## config.mk

```make
export PLATFORM = sky130hd
export DESIGN_NAME = sqb_fifo
export DESIGN_NICKNAME = d
export VERILOG_FILES = /design/src/sv/sqb_pkg.sv /design/src/sv/sqb_fifo.sv
export SDC_FILE = /design/constraint.sdc
export NUM_CORES = 1
export LEC_CHECK = 0
export CORE_AREA = 2 2 288 290
export CTS_CLUSTER_SIZE = 28
export DETAILED_ROUTE_END_ITERATION = 12
export DIE_AREA = 0 0 290 292
export DONT_BUFFER_PORTS = 1
export GPL_TIMING_DRIVEN = 0
export PLACE_DENSITY_LB_ADDON = 0.08
export SLEW_MARGIN = 40
export SYNTH_ARGS = -nofsm -noshare
export SYNTH_HDL_FRONTEND = slang
export SYNTH_SLANG_ARGS = --single-unit
```

## constraint.sdc

```tcl
create_clock -name i_clk -period 65 [get_ports i_clk]
set_input_delay 6.5 -clock i_clk [delete_from_list [all_inputs] [get_ports i_clk]]
set_output_delay 6.5 -clock i_clk [all_outputs]
set_load 0.1 [all_outputs]
```

## src/sv/sqb_pkg.sv

```systemverilog
package sqb_pkg;

    localparam int MaxQuads      = 1024;
    localparam int MaxSlots      = 32;
    localparam int SineTableBits = 10;
    localparam int FifoDepth     = 2;

    localparam int QuadW      = $clog2(MaxQuads + 1);
    localparam int SlotCntW   = $clog2(MaxSlots + 1);
    localparam int SlotIdxW   = $clog2(MaxSlots);
    localparam int FifoPtrW   = $clog2(FifoDepth);
    localparam int FifoCntW   = $clog2(FifoDepth + 1);
    localparam int SineIdxW   = SineTableBits - 2;
    localparam int SineEntries = 1 << SineIdxW;

    localparam logic KindVertex = 1'b0;
    localparam logic KindFlush  = 1'b1;
    localparam logic OpSubmit   = 1'b0;
    localparam logic OpEndScene = 1'b1;

    typedef logic [16:0] t_sine_tab [SineEntries];

    typedef struct packed {
        logic               has_flush;
        logic [12:0]        flush_idx;
        logic [5:0]         flush_slots;
        logic               has_quad;
        logic [4:0]         slot;
        logic signed [31:0] pos_x;
        logic signed [31:0] pos_y;
        logic signed [31:0] pos_z;
        logic [15:0]        angle;
        logic signed [31:0] scale_x;
        logic signed [31:0] scale_y;
        logic [31:0]        color;
        logic [63:0]        coords_right;
        logic [63:0]        coords_left;
    } t_job;

    typedef struct packed {
        logic               kind;
        logic signed [31:0] vert_x;
        logic signed [31:0] vert_y;
        logic signed [31:0] vert_z;
        logic [31:0]        packed_color;
        logic [31:0]        tex_coord;
        logic [4:0]         slot;
        logic [12:0]        flushed_indices;
        logic [5:0]         slots_in_use;
        logic               last;
    } t_res;

    function automatic t_sine_tab build_sine_tab();
        t_sine_tab tab;
        longint    x;
        longint    x2;
        longint    t;
        for (int i = 0; i < SineEntries; i++) begin
            x  = longint'(i) << (18 - SineTableBits);
            x2 = (x * x) >> 16;
            t  = (4640 * x2) >> 16;
            t  = ((42048 - t) * x2) >> 16;
            t  = 102944 - t;
            t  = (t * x) >> 16;
            if (t > 65536) begin
                t = 65536;
            end
            tab[i] = 17'(t);
        end
        return tab;
    endfunction

    localparam t_sine_tab SineTab = build_sine_tab();

    function automatic logic signed [17:0] sine_q16(logic [15:0] p);
        logic [1:0]        quad;
        logic [SineIdxW:0] f;
        logic [16:0]       mag;
        quad = p[15:14];
        f    = (SineIdxW + 1)'(p[13:16-SineTableBits]);
        if (quad[0]) begin
            f = (SineIdxW + 1)'(SineEntries) - f;
        end
        if (f[SineIdxW]) begin
            mag = 17'd65536;
        end else begin
            mag = SineTab[f[SineIdxW-1:0]];
        end
        return quad[1] ? -$signed({1'b0, mag}) : $signed({1'b0, mag});
    endfunction

    function automatic logic [12:0] six_times(logic [QuadW-1:0] q);
        logic [12:0] x;
        x = 13'(q);
        return (x << 2) + (x << 1);
    endfunction

endpackage

```

## src/sv/sqb_fifo.sv

```systemverilog
module sqb_fifo (
    input  logic          i_clk,
    input  logic          i_rst_n,
    input  logic          i_push,
    input  sqb_pkg::t_job i_job,
    output logic          o_full,
    input  logic          i_pop,
    output logic          o_empty,
    output sqb_pkg::t_job o_job
);

    sqb_pkg::t_job                r_mem [sqb_pkg::FifoDepth];
    logic [sqb_pkg::FifoPtrW-1:0] r_wp;
    logic [sqb_pkg::FifoPtrW-1:0] r_rp;
    logic [sqb_pkg::FifoCntW-1:0] r_cnt;
    logic                         w_push;
    logic                         w_pop;

    assign o_full  = (32'(r_cnt) == sqb_pkg::FifoDepth);
    assign o_empty = (r_cnt == '0);
    assign o_job   = r_mem[r_rp];
    assign w_push  = i_push && !o_full;
    assign w_pop   = i_pop && !o_empty;

    always_ff @(posedge i_clk) begin
        if (!i_rst_n) begin
            r_wp  <= '0;
            r_rp  <= '0;
            r_cnt <= '0;
        end else begin
            if (w_push) begin
                r_mem[r_wp] <= i_job;
                r_wp <= (32'(r_wp) == sqb_pkg::FifoDepth - 1) ? '0
                                                               : r_wp + sqb_pkg::FifoPtrW'(1);
            end
            if (w_pop) begin
                r_rp <= (32'(r_rp) == sqb_pkg::FifoDepth - 1) ? '0
                                                               : r_rp + sqb_pkg::FifoPtrW'(1);
            end
            if (w_push && !w_pop) begin
                r_cnt <= r_cnt + sqb_pkg::FifoCntW'(1);
            end else if (w_pop && !w_push) begin
                r_cnt <= r_cnt - sqb_pkg::FifoCntW'(1);
            end
        end
    end

endmodule

```

==> impl_metrics.json <==
{
  "place.gp.congestion": 0.757,
  "htree_levels": 3,
  "pre_cts_ws_ns": 55.07,
  "syn_to_final_growth_pct": 17.9,
  "ir_worst_vdd_mv": 0.0283,
  "die_w_um": 290,
  "crit_path_start": "i_push",
  "syn_inst": 1151,
  "drc": 0,
  "syn_area_per_cell_um2": 23.5,
  "setup_ws_ns": 55.84,
  "grt_pass1_vias": 12100,
  "crit_required_ns": 65.33,
  "setup_viol": 0,
  "hpwl_um": 51700,
  "holdCritStartpoint": "r_wp",
  "p_total_mw": 1.71,
  "clk_pin_slew_worst_paths_ns": 0.06,
  "syn_nets": 1518,
  "drv_cap": 0,
  "floorplan.initialDensity_pct": 33.2,
  "crit_type": "primary input to flop",
  "drt-total-wl_um": 67500,
  "synth_top_area_share_pct": 80.4,
  "numClockSinks": 729,
  "post_cts_buffers": 0,
  "clock_skew_ns": 0.0173,
  "slew_headroom_pct": 49.4,
  "critPathCaptureType": "flop",
  "stdcell_area_um2": 31900,
  "clk_latency_ns": 0.63,
  "synth_area_leaders": "edfxtp_1 80%, mux2_4 10%, mux2_2 7.6%",
  "viasPerCell": 4.54,
  "io_buffer_count": 0,
  "ant_nets": 0,
  "grt_usage_pct": 15.6,
  "synth.largest_area_cell": "edfxtp_1",
  "synthesis.area_um2": 27100,
  "final_util_pct": 39.1,
  "fmax_mhz": 109,
  "nets": 1709,
  "synth-seq-area-share_pct": 80.7,
  "placedInstanceArea_um2": 29200,
  "rr_worst_depth": 15,
  "worstPathMaxFanout": 6,
  "grt_pass1_wl_um": 92500,
  "rsz0062_at_grt": "no",
  "drv_slew": 0,
  "clockBufferDepth": 3,
  "first_pass_iters": 4,
  "core_um2": 81600,
  "holdPathStages": 2,
  "layout_min_cycle_time_ns": 9.16,
  "drive_gt1_share_pct": 44.9,
  "cts_buffers": 82,
  "r2r_setup_slack_ns": 61.03,
  "cts_resized": 0,
  "cts_root_buf": "clkbuf_16",
  "via_count": 11300,
  "die_h_um": 292,
  "cts_hold_buf": 0,
  "worst_slew_pin_slew_ns": 0.757,
  "antenna_found_initial": 8,
  "ys_types": 20,
  "r2r_end": "r_mem[0][230]",
  "hold_path_end": "r_wp",
  "yosys_register_bits": 729,
  "cp_data_arrival_time_ns": 9.48,
  "num_rows": 105,
  "power.leakage_nw": 10.8,
  "grt_overflow": 0,
  "cts_tree": "built",
  "avgRoutedWirePerCell_um": 27.2,
  "synth_warnings": 0,
  "run_status": "finished clean",
  "reg2reg_from": "r_cnt[0]",
  "drt_iter0_drc": 518,
  "start_kind": "primary input",
  "fill_cells": 7315,
  "hold_class": "flop to flop",
  "die_area_um2": 84700,
  "grt_max_degree": 37,
  "hold_viol_final": 0,
  "p_per_area_nw_per_um2": 53.5,
  "hold_ws_ns": 0.541,
  "post-route-period-util_pct": 14.1,
  "io_pins": 730
}
==> per-layer routing <==
layer | global-route usage [%] | vias up | wire (um)
met4 | 6.35 | 12 | 2150
met5 | 0 | - | 86
met1 | 13.3 | 5676 | 19900
met2 | 28.6 | 474 | 36300
li1 | - | 4999 | -
met3 | 9.74 | 107 | 9000
==> layout make-up <==
| cell class | instances | area, um^2 | share of cell area, % |
|---|---|---|---|
| sequential | 729 | 21800 | 68.5 |
| inverter | 1 | 3.75 | 0.0118 |
| timing repair buffer | 107 | 733 | 2.30 |
| clock buffer | 104 | 2200 | 6.89 |
| buffer | 40 | 328 | 1.03 |
| clock inverter | 45 | 539 | 1.69 |
| tap | 1070 | 1340 | 4.20 |
| antenna | 4 | 10.0 | 0.0314 |
| multi-input combinational | 381 | 4910 | 15.4 |
==> state kept, by name, summed over array words and instances, names as in the netlist, named ones only <==
name   flops
r_mem    724
r_rp       1
r_wp       1
r_cnt      2
==> how the worst max path moves through the flow <==
stage / cells past startpoint / end / slack [ns]
2_1_floorplan: 2 / r_mem[0][0] / 19.59
3_3_place_gp: 2 / r_mem[0][159] / -6.43
3_5_place_dp: 15 / r_mem[0][233] / 55.07
4_1_cts: 15 / r_mem[0][233] / 55.76
5_1_grt: 15 / r_mem[0][230] / 55.53
6_report: 15 / r_mem[0][230] / 55.84
==> where the power goes <==
part / switching, mW / internal [mW] / leakage [nW] / total, mW
clock network: 0.181 / 0.283 / 1.34 / 0.465
registers: 0.00746 / 0.558 / 6.67 / 0.565
logic: 0.560 / 0.115 / 2.81 / 0.676
==> critical path, cell delays in order <==
cell,delay [ns]
inv_1,0.05
nor4b_2,0.41
buf_2,0.25
buf_2,0.19
buf_2,0.18
buf_2,0.19
buf_2,0.20
buf_2,0.20
buf_2,0.19
buf_2,0.17
buf_2,0.18
buf_2,0.21
buf_2,0.20
buf_4,0.17
buf_2,0.18
==> Yosys cell counts <==
cell type,instances
mux2_4,180
ha_1,1
buf_6,20
nor4b_1,1
mux2_2,182
buf_4,1
or3_1,2
and2_1,3
xnor2_1,2
a21boi_0,2
dfxtp_1,5
nor2b_2,1
edfxtp_1,724
o21ai_1,1
buf_2,19
inv_1,1
nor2_1,2
and3_1,1
o21ai_0,2
xor2_1,1
==> cell usage in the layout (no fill, tap or decap), types with 3 or more instances in the layout <==
cell / Yosys / layout
and2_1: 3 / 3
buf_12: 0 / 12
buf_2: 19 / 107
buf_4: 1 / 8
buf_6: 20 / 20
bufinv_16: 0 / 11
clkbuf_1: 0 / 19
clkbuf_16: 0 / 85
clkinv_1: 0 / 11
clkinv_2: 0 / 17
clkinv_8: 0 / 4
dfxtp_1: 5 / 5
diode_2: 0 / 4
edfxtp_1: 724 / 724
mux2_2: 182 / 182
mux2_4: 180 / 180
==> through the flow <==
| step | instances | TNS (ns) |
|---|---|---|
| 2_1_floorplan | 1151 | 0 |
| 3_3_place_gp | 2221 | -2308.27 |
| 3_5_place_dp | 2328 | 0 |
| 4_1_cts | 2477 | 0 |
| 5_1_grt | 2481 | 0 |
| 6_report | 2481 | 0 |
==> logic make-up after synthesis <==
kind of cell / count (synthesis) / share of synthesized area [%]
flip-flops: 729 / 80.7
multiplexers: 362 / 17.6
buffers and inverters: 41 / 1.23
AND/OR/NAND/NOR: 10 / 0.231
AO/OA/AOI/OAI: 5 / 0.111
XOR/XNOR: 3 / 0.0971
adder cells (fa/ha/maj): 1 / 0.0462
Note: power is estimated with default switching activity, not from simulation.
